$ cat config.mk
export PLATFORM = sky130hd
export DESIGN_NAME = gcst_ffs
export DESIGN_NICKNAME = d
export VERILOG_FILES = /design/src/rtl/assert_macros.svh /design/src/rtl/gcst_pkg.sv /design/src/rtl/gcst_ffs.sv
export SDC_FILE = /design/constraint.sdc
export NUM_CORES = 1
export LEC_CHECK = 0
export BUFFER_PORTS_ARGS = -buffer_cell sky130_fd_sc_hd__buf_2
export CORE_AREA = 5 5 42 44
export DETAILED_ROUTE_END_ITERATION = 8
export DIE_AREA = 0 0 47 49
export GPL_ROUTABILITY_DRIVEN = 0
export GPL_TIMING_DRIVEN = 0
export PLACE_DENSITY = 0.75
export RECOVER_POWER = 25
export SYNTH_ARGS = -nofsm -noshare
export SYNTH_HDL_FRONTEND = slang
export SYNTH_SLANG_ARGS = --single-unit
export TNS_END_PERCENT = 10
$ cat constraint.sdc
create_clock -name vclk -period 3.94
set_input_delay 0.788 -clock vclk [all_inputs]
set_output_delay 0.788 -clock vclk [all_outputs]
set_load 0.1 [all_outputs]
$ cat src/rtl/assert_macros.svh
// Assertion macros shared by the slot table RTL.
// Depends on nothing; the including module supplies clk and rst.
`ifndef ASSERT_MACROS_SVH
`define ASSERT_MACROS_SVH
`ifndef SYNTH
// Same-cycle implication, disabled while in reset.
`define CHK_IMPLIES(lbl, a, b) \
  lbl: assert property (@(posedge clk) disable iff (rst) (a) |-> (b)) \
    else $error("implication check failed");
// Next-cycle implication, disabled while in reset.
`define CHK_NEXT(lbl, a, b) \
  lbl: assert property (@(posedge clk) disable iff (rst) (a) |=> (b)) \
    else $error("next-cycle check failed");
`else
`define CHK_IMPLIES(lbl, a, b)
`define CHK_NEXT(lbl, a, b)
`endif
`endif

$ cat src/rtl/gcst_pkg.sv
// Package for the generation-checked slot table: sizes, codes, request and
// result types, sequencer states. Depends on nothing.
package gcst_pkg;

  localparam int SLOTS_PER_PAGE = 32;
  localparam int PAGES          = 32;
  localparam int PAYLOAD_W      = 32;
  localparam int TOTAL_SLOTS    = PAGES * SLOTS_PER_PAGE;

  localparam int SLOT_BITS = $clog2(SLOTS_PER_PAGE);
  localparam int PAGE_BITS = (PAGES > 1) ? $clog2(PAGES) : 1;
  localparam int ADDR_W    = $clog2(TOTAL_SLOTS);

  // Fixed field widths of the request and result.
  localparam int INDEX_W   = 10;
  localparam int STAMP_W   = 64;
  localparam int FIELD_PAY_W = 32;

  // Shared first-set encoder spans the wider of the two searches.
  localparam int FFS_W     = (PAGES > SLOTS_PER_PAGE) ? PAGES : SLOTS_PER_PAGE;
  localparam int FFS_IDX_W = $clog2(FFS_W);

  typedef enum logic [1:0] {
    ACT_ADD    = 2'd0,
    ACT_REMOVE = 2'd1,
    ACT_QUERY  = 2'd2,
    ACT_CLEAR  = 2'd3
  } action_t;

  typedef enum logic [1:0] {
    STS_OK   = 2'd0,
    STS_FULL = 2'd1,
    STS_FREE = 2'd2
  } status_t;

  typedef struct packed {
    action_t                action;
    logic [FIELD_PAY_W-1:0] payload;
    logic [INDEX_W-1:0]     handle_index;
    logic [STAMP_W-1:0]     handle_stamp;
  } req_t;

  typedef struct packed {
    logic [INDEX_W-1:0]     result_index;
    logic [STAMP_W-1:0]     result_stamp;
    logic [FIELD_PAY_W-1:0] result_payload;
    logic                   found;
    status_t                status;
  } res_t;

  typedef enum logic [2:0] {
    ST_IDLE,
    ST_PAGE,
    ST_SLOT,
    ST_REMOVE,
    ST_QREAD,
    ST_QCHECK,
    ST_CLEAR
  } state_t;

endpackage

$ cat src/rtl/gcst_ffs.sv
// Shared lowest-set-bit encoder used for both the page and the slot search.
// Depends on gcst_pkg.
module gcst_ffs
  import gcst_pkg::*;
(
  input  logic [FFS_W-1:0]     vec,
  output logic                 hit,
  output logic [FFS_IDX_W-1:0] pos
);

  // Scan from the top so the lowest set bit wins.
  always_comb begin
    pos = '0;
    for (int i = FFS_W - 1; i >= 0; i--) begin
      if (vec[i]) begin
        pos = FFS_IDX_W'(i);
      end
    end
    hit = |vec;
  end

endmodule
# Word level (Yosys, flattened, before mapping)
# Cells that the tools add are included.
[word_totals] regBits=0 inputBits=32
[op_classes] mux=32 reduce_logical=1
[ops] cell="2-to-1 mux 5 bit" n=32
[ops] cell="OR reduction 32 bit" n=1

# Longest topological paths before layout
# Gate-level depths: netlist of run 1.
[depth] depth_word=32 ltp_mapped=5 depth_no_buf=5

# Worst setup path before layout of run 1
# OpenSTA, ideal clock, no wires.
[synth_timing] path_kind="input to output" start="in vec[30]" end="out pos[0]" arrival_ns=3.675 t_required_ns=3.152 slack_ns=-0.523 cell_stages=5 n_path_buf=0 cell_sequence="nor3b_1 -> nor3_1 -> o31ai_1 -> o2111ai_1 -> a221oi_1"
[synth_via] elab_chain_len=31
[synth_rtl] item="start: declaration" line_no="gcst_ffs.sv:6" rtl="input logic [FFS_W-1:0] vec,"
[synth_rtl] item="2-to-1 mux 5 bit (31 in a row)" line_no="gcst_ffs.sv:15" rtl="if (vec[i]) begin"
[synth_rtl] item="end: declaration" line_no="gcst_ffs.sv:8" rtl="output logic [FFS_IDX_W-1:0] pos"
# Every way passes these cells.

# Worst setup path in the final report of run 1
[layout_timing] start="in vec[19]" end="out hit"
[layout_via] elab_chain_len=1
[layout_rtl] item="OR reduction 32 bit" line_no="gcst_ffs.sv:19" rtl="hit = |vec;"
[layout_rtl] item="end: declaration" line_no="gcst_ffs.sv:7" rtl="output logic hit,"
# Every way passes these cells.

==> results of run 1 <==
==> power by group through the flow <==
stage	Combinational (uW)	Sequential [uW]	Clock, uW
CTS	58.1	0	0
global route	64.0	0	0
global placement	56.6	0	0
finish	57.9	0	0
floorplan	28.0	0	0
detailed placement	57.9	0	0
==> through the flow <==
step	instances	utilization [%]	power (uW)	setup TNS [ns]	instance area (um^2)
floorplan	65	-	28.0	-0.443	392
global placement	119	42.9	56.6	0	602
detailed placement	119	42.9	57.9	0	602
CTS	119	42.9	58.1	0	602
global route	119	42.9	64.0	0	601
finish	119	42.9	57.9	0	601
==> cell type report <==
type / instances / share of cell area [%]
Inverter: 6 / 3.75
Tap cell: 16 / 3.33
Timing Repair Buffer: 38 / 31.5
Multi-Input combinational cell: 59 / 61.5
==> synth_stat cells, drive strengths merged <==
library cell / instances
nand2: 3
nand4: 1
nor3b: 2
o21a: 1
nand3: 1
inv: 6
a2111oi: 2
nor2b: 1
o2111ai: 1
o31ai: 4
a21boi: 1
and2: 1
a21oi: 7
or4: 4
nor4: 7
nor3: 7
nor2: 10
a221oi: 1
a21o: 1
o21ai: 3
a211oi: 1
==> worst max-delay path by stage <==
stage	startpoint	to	slack, ns	cells past startpoint
6_report	vec[19]	hit	0.84	5
5_1_grt	vec[27]	hit	0.75	6
4_1_cts	vec[28]	pos[0]	0.88	7
3_5_place_dp	vec[28]	pos[0]	0.89	7
3_3_place_gp	vec[19]	pos[2]	0.89	6
2_1_floorplan	vec[7]	pos[4]	-0.44	3
==> routing by layer <==
| metal | vias up | track usage [%] | routed length (um) |
|---|---|---|---|
| met1 | 269 | 17.0 | 587 |
| met4 | 0 | 1.84 | 0 |
| met5 | - | 0 | 0 |
| li1 | 339 | - | - |
| met3 | 0 | 0.738 | 95 |
| met2 | 18 | 19.2 | 683 |
==> worst max-delay path: cells and delay by family <==
| kind | cells | cell delay, ns |
|---|---|---|
| buffers and inverters | 2 | 0.65 |
| AND/OR/NAND/NOR | 3 | 0.86 |
==> kinds of logic after synthesis <==
group                  count (synthesis)  share of synthesized area (%)
AOI/OAI and AO/OA                     22                           38.6
and+or+nand+nor                       37                           55.5
buffers and inverters                  6                           5.84
==> flow_summary.json, run 1 <==
{
  "cts_hold_buf": 0,
  "drt-wirelength-per-cell_um": 11.5,
  "synth_cell_type_count": 24,
  "post-cts-setup-buffer-count": 0,
  "static-leakage-power_uw": 0.000273,
  "detail-route-antenna-nets": 0,
  "io_buffers": 38,
  "fin_nets": 137,
  "slew_violations": 0,
  "switching_fraction_of_total_power_pct": 63.1,
  "share_comb_of_total_power_pct": 100.0,
  "drv_cap": 0,
  "sequential_cell_total": 0,
  "yosysWarnings": 0,
  "dp_hpwl_mm": 1.24,
  "clkbuf_count": 0,
  "die_width_um": 47,
  "p_int_uw": 21.4,
  "syn_area_per_cell_um2": 5.93,
  "grt_setup_unrepaired": "no",
  "syn-num-nets": 97,
  "drt_wl_total_mm": 1.37,
  "worst_setup_path_start_kind": "input port",
  "drive_gt1_share_pct": 41.7,
  "hold_viol": 0,
  "setup_violations": 0,
  "crit_chain": "buf_2, or4_4, nor3_2, nand4_1, clkbuf_1",
  "die_height_um": 49,
  "post_place_worst_slack_ns": 0.890,
  "worst_hold_path_type": "in -> out",
  "drt_iter0_drc": 18,
  "area.growth.synth_to_final_pct": 55.8,
  "relSlewSlack_pct": 22.5,
  "grt_pass1_wl_mm": 2.25,
  "core_area_um2": 1400,
  "vdd.ir_drop.worst_v": 0.0000570,
  "hold-worst-slack_ns": 2.01,
  "netlist_top_cells_area": "sky130_fd_sc_hd__nor4_1, sky130_fd_sc_hd__nor2_1, sky130_fd_sc_hd__a21oi_1, sky130_fd_sc_hd__o31ai_1, sky130_fd_sc_hd__nor3_1",
  "worst_setup_path_type": "in -> out",
  "critical_path.max_stage_delay_ns": 0.55,
  "critPathCaptureType": "primary output",
  "initial_antenna_violation_count": 0,
  "std_cell_rows": 14,
  "gr_usage_total_pct": 11.9,
  "grt_start_max_net_pins": 6,
  "initial_utilization_pct": 27.5,
  "critical_path_peak_fanout": 4,
  "power.density_nw_per_um2": 96.4,
  "final-seq-area_um2": 0,
  "worst_ep_arrival_time_ns": 2.31,
  "critPathSlowestCell": "sky130_fd_sc_hd__or4_4",
  "io-pin-count": 38,
  "synth_sequential_area_ratio_pct": 0,
  "post-route-period-util_pct": 78.6,
  "critPathRequiredTime_ns": 3.15,
  "status": "finished clean",
  "syn-instance-count": 65,
  "clock_period_minus_worst_slack_ns": 3.10,
  "postLayoutSetupSlackWorst_ns": 0.844,
  "design.die.area_um2": 2300,
  "synth_area_leader_cell": "sky130_fd_sc_hd__nor4_1",
  "antenna_cells": 0,
  "routed-via-count": 626,
  "most-common-layout-cells": "sky130_fd_sc_hd__buf_2, sky130_fd_sc_hd__nor2_1, sky130_fd_sc_hd__nor4_1, sky130_fd_sc_hd__a21oi_1, sky130_fd_sc_hd__inv_1",
  "combined_area_of_the_multi_input_logic_cells_um2": 369,
  "overflow": 0,
  "netSwitchingPower_uw": 36.5,
  "worst_hold_path.endpoint": "pos[0]",
  "post_cts.resized_instances": 0,
  "n_fill_cell": 164,
  "p_seq_share_pct": 0,
  "start_point_of_the_worst_min_delay_path": "vec[0]",
  "p_clk_share_pct": 0,
  "first_pass_iters": 4,
  "grt_pass1_vias": 594,
  "netlist.area_leader.share_pct": 11.4,
  "holdPathStages": 3,
  "max_clock_freq_ghz": 0.323,
  "viasPerCell": 5.26,
  "final_common_cell": "sky130_fd_sc_hd__buf_2",
  "synth_area_um2": 385,
  "max_slew.worst_pin.slew_ns": 1.17,
  "detail_route.drc_violations": 0
}
Power figures use the tool's default switching activity.
==> inputs of run 2 (changes only) <==
--- a/config.mk
+++ b/config.mk
@@ -5,13 +5,14 @@
 export SDC_FILE = /design/constraint.sdc
 export NUM_CORES = 1
 export LEC_CHECK = 0
+export ABC_AREA = 1
 export BUFFER_PORTS_ARGS = -buffer_cell sky130_fd_sc_hd__buf_2
 export CORE_AREA = 5 5 42 44
 export DETAILED_ROUTE_END_ITERATION = 8
 export DIE_AREA = 0 0 47 49
 export GPL_ROUTABILITY_DRIVEN = 0
 export GPL_TIMING_DRIVEN = 0
-export PLACE_DENSITY = 0.75
+export PLACE_DENSITY = 0.82
 export RECOVER_POWER = 25
 export SYNTH_ARGS = -nofsm -noshare
 export SYNTH_HDL_FRONTEND = slang
==> constraint.sdc (replaced) <==
create_clock -name vclk -period 3.2
set_input_delay 0.64 -clock vclk [all_inputs]
set_output_delay 0.64 -clock vclk [all_outputs]
set_load 0.1 [all_outputs]
==> flow_summary.json, run 2 <==
{
  "status": "finished clean",
  "static-leakage-power_uw": 0.000478,
  "cp-startpoint": "vec[30]",
  "n_fill_cell": 164,
  "drive_gt1_share_pct": 33.1,
  "gr_usage_total_pct": 10.9,
  "detail_route.drc_violations": 0,
  "worst_setup_path_start_kind": "input port",
  "area.growth.synth_to_final_pct": 52.4,
  "drt_iter0_drc": 7,
  "die_width_um": 47,
  "detail-route-antenna-nets": 0,
  "grt_setup_unrepaired": "yes",
  "io-pin-count": 38,
  "final_common_cell": "sky130_fd_sc_hd__nand2_1",
  "critPathRequiredTime_ns": 2.56,
  "combinational_family_with_the_most_area_after_synthesis": "simple AND/OR/NAND/NOR gates",
  "postLayoutSetupSlackWorst_ns": 0.113,
  "dp_hpwl_mm": 1.19,
  "synthXorXnorAreaFrac_pct": 0,
  "worst_setup_path_type": "in -> out",
  "viasPerCell": 4.30,
  "hold_viol": 0,
  "antenna_cells": 0,
  "start_point_of_the_worst_min_delay_path": "vec[0]",
  "die_height_um": 49,
  "max_clock_freq_ghz": 0.324,
  "synth_compound_gate_area_share_pct": 14.6,
  "critical_path_peak_fanout": 2,
  "max_slew.worst_pin.slew_ns": 0.549,
  "critPathCaptureType": "primary output",
  "initial_antenna_violation_count": 0,
  "synth_most_common_cell": "sky130_fd_sc_hd__nand2_1",
  "drv_cap": 0,
  "post-route-period-util_pct": 96.5,
  "vdd.ir_drop.worst_v": 0.0000720,
  "finalSetupTns_ns": 0,
  "std_cell_rows": 14,
  "critical_path.max_stage_delay_ns": 0.19,
  "synth_area_leader_cell": "sky130_fd_sc_hd__nand2_1",
  "critPathSlowestCell": "sky130_fd_sc_hd__buf_12",
  "sequential_cell_total": 0,
  "syn_area_per_cell_um2": 4.40,
  "post_place_worst_slack_ns": -0.160,
  "clkbuf_count": 0,
  "io_buffers": 38,
  "syn-instance-count": 107,
  "fin_nets": 179,
  "final_cells": 161,
  "grt_pass1_wl_mm": 2.08,
  "synth.area.mux_share_pct": 0,
  "worst_hold_path_type": "in -> out",
  "worst_ep_arrival_time_ns": 2.45,
  "most_used_standard_cells_in_the_synthesized_netlist": "sky130_fd_sc_hd__nand2_1, sky130_fd_sc_hd__inv_1, sky130_fd_sc_hd__nor2_1",
  "synth_adder_area_share_pct": 0,
  "post_synth_and_or_nand_nor_area_fraction_pct": 53.2,
  "worst_hold_path.endpoint": "pos[0]",
  "synth_cell_type_count": 17,
  "path_common_cell": "sky130_fd_sc_hd__nand2_1",
  "clock_period_minus_worst_slack_ns": 3.09,
  "post-cts-setup-buffer-count": 0,
  "relSlewSlack_pct": 63.6,
  "power.density_nw_per_um2": 119,
  "drt_wl_total_mm": 1.24,
  "synth_area_um2": 470,
  "yosysWarnings": 0,
  "syn-num-nets": 139,
  "design.die.area_um2": 2300,
  "netlist_top_cells_area": "sky130_fd_sc_hd__nand2_1, sky130_fd_sc_hd__inv_1, sky130_fd_sc_hd__nor2_1, sky130_fd_sc_hd__bufinv_8, sky130_fd_sc_hd__inv_2",
  "core_area_um2": 1400,
  "overflow": 0,
  "initial_utilization_pct": 33.6,
  "grt_pass1_vias": 619,
  "grt_start_max_net_pins": 4,
  "slew_violations": 0,
  "placed_cell_count": 161,
  "netlist.area_leader.share_pct": 34.3,
  "holdPathStages": 3,
  "drt-wirelength-per-cell_um": 7.72,
  "final-seq-area_um2": 0,
  "setup_violations": 0,
  "routed-via-count": 693,
  "synth_sequential_area_ratio_pct": 0,
  "first_pass_iters": 4,
  "most-common-layout-cells": "sky130_fd_sc_hd__nand2_1, sky130_fd_sc_hd__buf_2, sky130_fd_sc_hd__inv_1"
}
-- run 2: worst max-delay path by stage --
stage	endpoint	slack, ns	depth (start not counted)
after floorplan	pos[1]	-0.15	14
after global placement	pos[0]	-0.13	33
after detailed placement	pos[0]	-0.16	33
after CTS	pos[0]	0.02	33
after global routing	pos[0]	-0.18	33
final	pos[0]	0.11	33
-- run 2: routing by layer --
metal,up-vias,GRT usage [%],wire length [um]
met5,-,0,0
met4,0,0,0
met3,0,3.32,176
met2,25,20.8,623
met1,279,11.7,443
li1,389,-,-
-- run 2: logic make-up (layout without fill, tap and decap cells) --
| logic type | count (synthesis) | count (layout) |
|---|---|---|
| compound gates | 10 | 10 |
| simple gates | 64 | 64 |
| buf+inv | 33 | 71 |
-- run 2: layout make-up --
type	instances	area (um^2)	share of cell area (%)
inverters	33	151	21.1
repair buffers	38	211	29.5
well taps	16	20.0	2.79
multi-input cells	74	334	46.6
-- run 2: worst max-delay path: cells and delay by family --
family	cells	cell delay (ns)
and+or+nand+nor	29	1.34
buffers and inverters	3	0.31
AOI/OAI and AO/OA	1	0.14
-- run 2: power by group --
group          total (uW)  leakage [uW]  internal (uW)  switching (uW)
logic                85.2      0.000478           37.4            47.8
clock network           0             0              0               0
registers               0             0              0               0
-- run 2: what timing repair did --
action | in CTS | in global routing
gates resized for setup | 2 | 5
hold buffers | 0 | 0
setup endpoints to repair | 1 | 1
-- run 2: per-stage QoR --
step / hold slack [ns] / instance area [um^2] / utilization [%] / power, uW
after floorplan: 1.37 / 483 / - / 50.1
after global placement: 1.71 / 693 / 49.5 / 79.0
after detailed placement: 1.72 / 693 / 49.5 / 81.3
after CTS: 1.62 / 699 / 49.9 / 82.8
after global routing: 1.64 / 717 / 51.2 / 95.7
final: 1.61 / 717 / 51.2 / 85.2
==> inputs of run 3 (changes only) <==
--- a/config.mk
+++ b/config.mk
@@ -6,14 +6,14 @@
 export NUM_CORES = 1
 export LEC_CHECK = 0
 export ABC_AREA = 1
-export BUFFER_PORTS_ARGS = -buffer_cell sky130_fd_sc_hd__buf_2
 export CORE_AREA = 5 5 42 44
 export DETAILED_ROUTE_END_ITERATION = 8
 export DIE_AREA = 0 0 47 49
+export DONT_BUFFER_PORTS = 1
 export GPL_ROUTABILITY_DRIVEN = 0
 export GPL_TIMING_DRIVEN = 0
-export PLACE_DENSITY = 0.82
-export RECOVER_POWER = 25
+export PLACE_DENSITY = 0.57
+export RECOVER_POWER = 50
 export SYNTH_ARGS = -nofsm -noshare
 export SYNTH_HDL_FRONTEND = slang
 export SYNTH_SLANG_ARGS = --single-unit
==> flow_summary.json, run 3 (synthesis results as in run 2) <==
{
  "status": "complete, but fails checks",
  "violations": "setup timing",
  "fin_nets": 141,
  "cts_hold_buf": 0,
  "antenna_cells": 0,
  "grt_pass1_vias": 505,
  "io_buffers": 0,
  "start_point_of_the_worst_min_delay_path": "vec[0]",
  "first_pass_iters": 4,
  "grt_setup_unrepaired": "yes",
  "viasPerCell": 4.44,
  "critPathSlowestCell": "sky130_fd_sc_hd__a21oi_4",
  "relSlewSlack_pct": 14.1,
  "grt_start_max_net_pins": 4,
  "crit_family": "simple AND/OR/NAND/NOR gates",
  "die_height_um": 49,
  "critical_path.max_stage_delay_ns": 0.57,
  "gr_usage_total_pct": 8.85,
  "max_slew.worst_pin.slew_ns": 1.28,
  "post-route-period-util_pct": 100,
  "final-seq-area_um2": 0,
  "drv_cap": 0,
  "final_common_cell": "sky130_fd_sc_hd__nand2_1",
  "max_clock_freq_ghz": 0.312,
  "overflow": 0,
  "drt_iter0_drc": 2,
  "worst_ep_arrival_time_ns": 2.57,
  "finalSetupTns_ns": -0.00505,
  "critical_path_buf_inv_count": 1,
  "worst_hold_path.endpoint": "pos[0]",
  "dr_wl_met3_um": 182,
  "static-leakage-power_uw": 0.000322,
  "detail_route.drc_violations": 0,
  "postLayoutSetupSlackWorst_ns": -0.00505,
  "design.die.area_um2": 2300,
  "most-common-layout-cells": "sky130_fd_sc_hd__nand2_1, sky130_fd_sc_hd__inv_1, sky130_fd_sc_hd__nor2_1",
  "area.growth.synth_to_final_pct": 14.9,
  "clock_period_minus_worst_slack_ns": 3.21,
  "hold_viol": 0,
  "power.density_nw_per_um2": 105,
  "worst_setup_path_type": "in -> out",
  "setup_violations": 1,
  "path_common_cell": "sky130_fd_sc_hd__nand2_1",
  "wl_met2_um": 502,
  "n_fill_cell": 166,
  "holdPathStages": 1,
  "worst_hold_path_type": "in -> out",
  "std_cell_rows": 14,
  "worst_setup_path_start_kind": "input port",
  "wl_met1_um": 378,
  "drive_gt1_share_pct": 13.1,
  "placed_cell_count": 123,
  "drt_wl_total_mm": 1.06,
  "drt-wirelength-per-cell_um": 8.64,
  "critPathRequiredTime_ns": 2.56,
  "maxUsedRoutingLayer": "met3",
  "vdd.ir_drop.worst_v": 0.0000723,
  "dp_hpwl_mm": 1.03,
  "critPathCaptureType": "primary output",
  "sequential_cell_total": 0,
  "post_place_worst_slack_ns": -0.0791,
  "final_cells": 123,
  "critical_path_peak_fanout": 2,
  "slew_violations": 0,
  "hold-worst-slack_ns": 1.38,
  "io-pin-count": 38,
  "grt_pass1_wl_mm": 1.70,
  "die_width_um": 47,
  "initial_utilization_pct": 33.6,
  "initial_antenna_violation_count": 0,
  "core_area_um2": 1400,
  "clkbuf_count": 0,
  "detail-route-antenna-nets": 0,
  "routed-via-count": 546
}
## run 3: cell count changes in the layout (fill, tap and decap cells not counted), sizes merged
| cell | before | now |
|---|---|---|
| buf | 37 | 0 |
| inv | 31 | 30 |
| clkbuf | 1 | 0 |
| clkinv | 0 | 1 |
## run 3: stage by stage
| stage | area [um^2] | utilization, % | total power [uW] |
|---|---|---|---|
| 6_report | 541 | 38.6 | 56.7 |
| 5_1_grt | 541 | 38.6 | 63.4 |
| 4_1_cts | 536 | 38.2 | 57.4 |
| 3_5_place_dp | 523 | 37.3 | 56.1 |
| 3_3_place_gp | 503 | 35.9 | 53.7 |
| 2_1_floorplan | 483 | - | 50.1 |
## run 3: power breakdown
group | internal (uW) | switching [uW] | total, uW | leakage, uW
combinational | 21.0 | 35.7 | 56.7 | 0.000322
clock | 0 | 0 | 0 | 0
sequential | 0 | 0 | 0 | 0
total | 21.0 | 35.7 | 56.7 | 0.000322
## run 3: area by class of cell
cell class,instances,area (um^2),area share [%]
multi-input combinational,74,357,66.0
tap,16,20.0,3.70
inverter,33,164,30.3
## run 3: repair_timing
item	in CTS	in global routing
cloned	0	0
setup endpoints to repair	1	2
setup buffers	0	0
resized for setup	6	1
endpoints found under the hold margin	0	0
## run 3: worst max path at each step
stage / startpoint / endpoint / slack (ns) / cells past startpoint
2_1_floorplan: vec[30] / pos[1] / -0.15 / 14
3_3_place_gp: vec[30] / pos[1] / -0.29 / 14
3_5_place_dp: vec[30] / pos[0] / -0.08 / 31
4_1_cts: vec[30] / pos[0] / -0.05 / 31
5_1_grt: vec[30] / pos[0] / -0.29 / 31
6_report: vec[30] / pos[0] / -0.005 / 31
## run 3: metal layers
layer  vias to the layer above  track usage, %
li1                        310               -
met1                       214            10.2
met2                        22            15.8
met3                         0            3.32
met4                         0               0
met5                         -               0
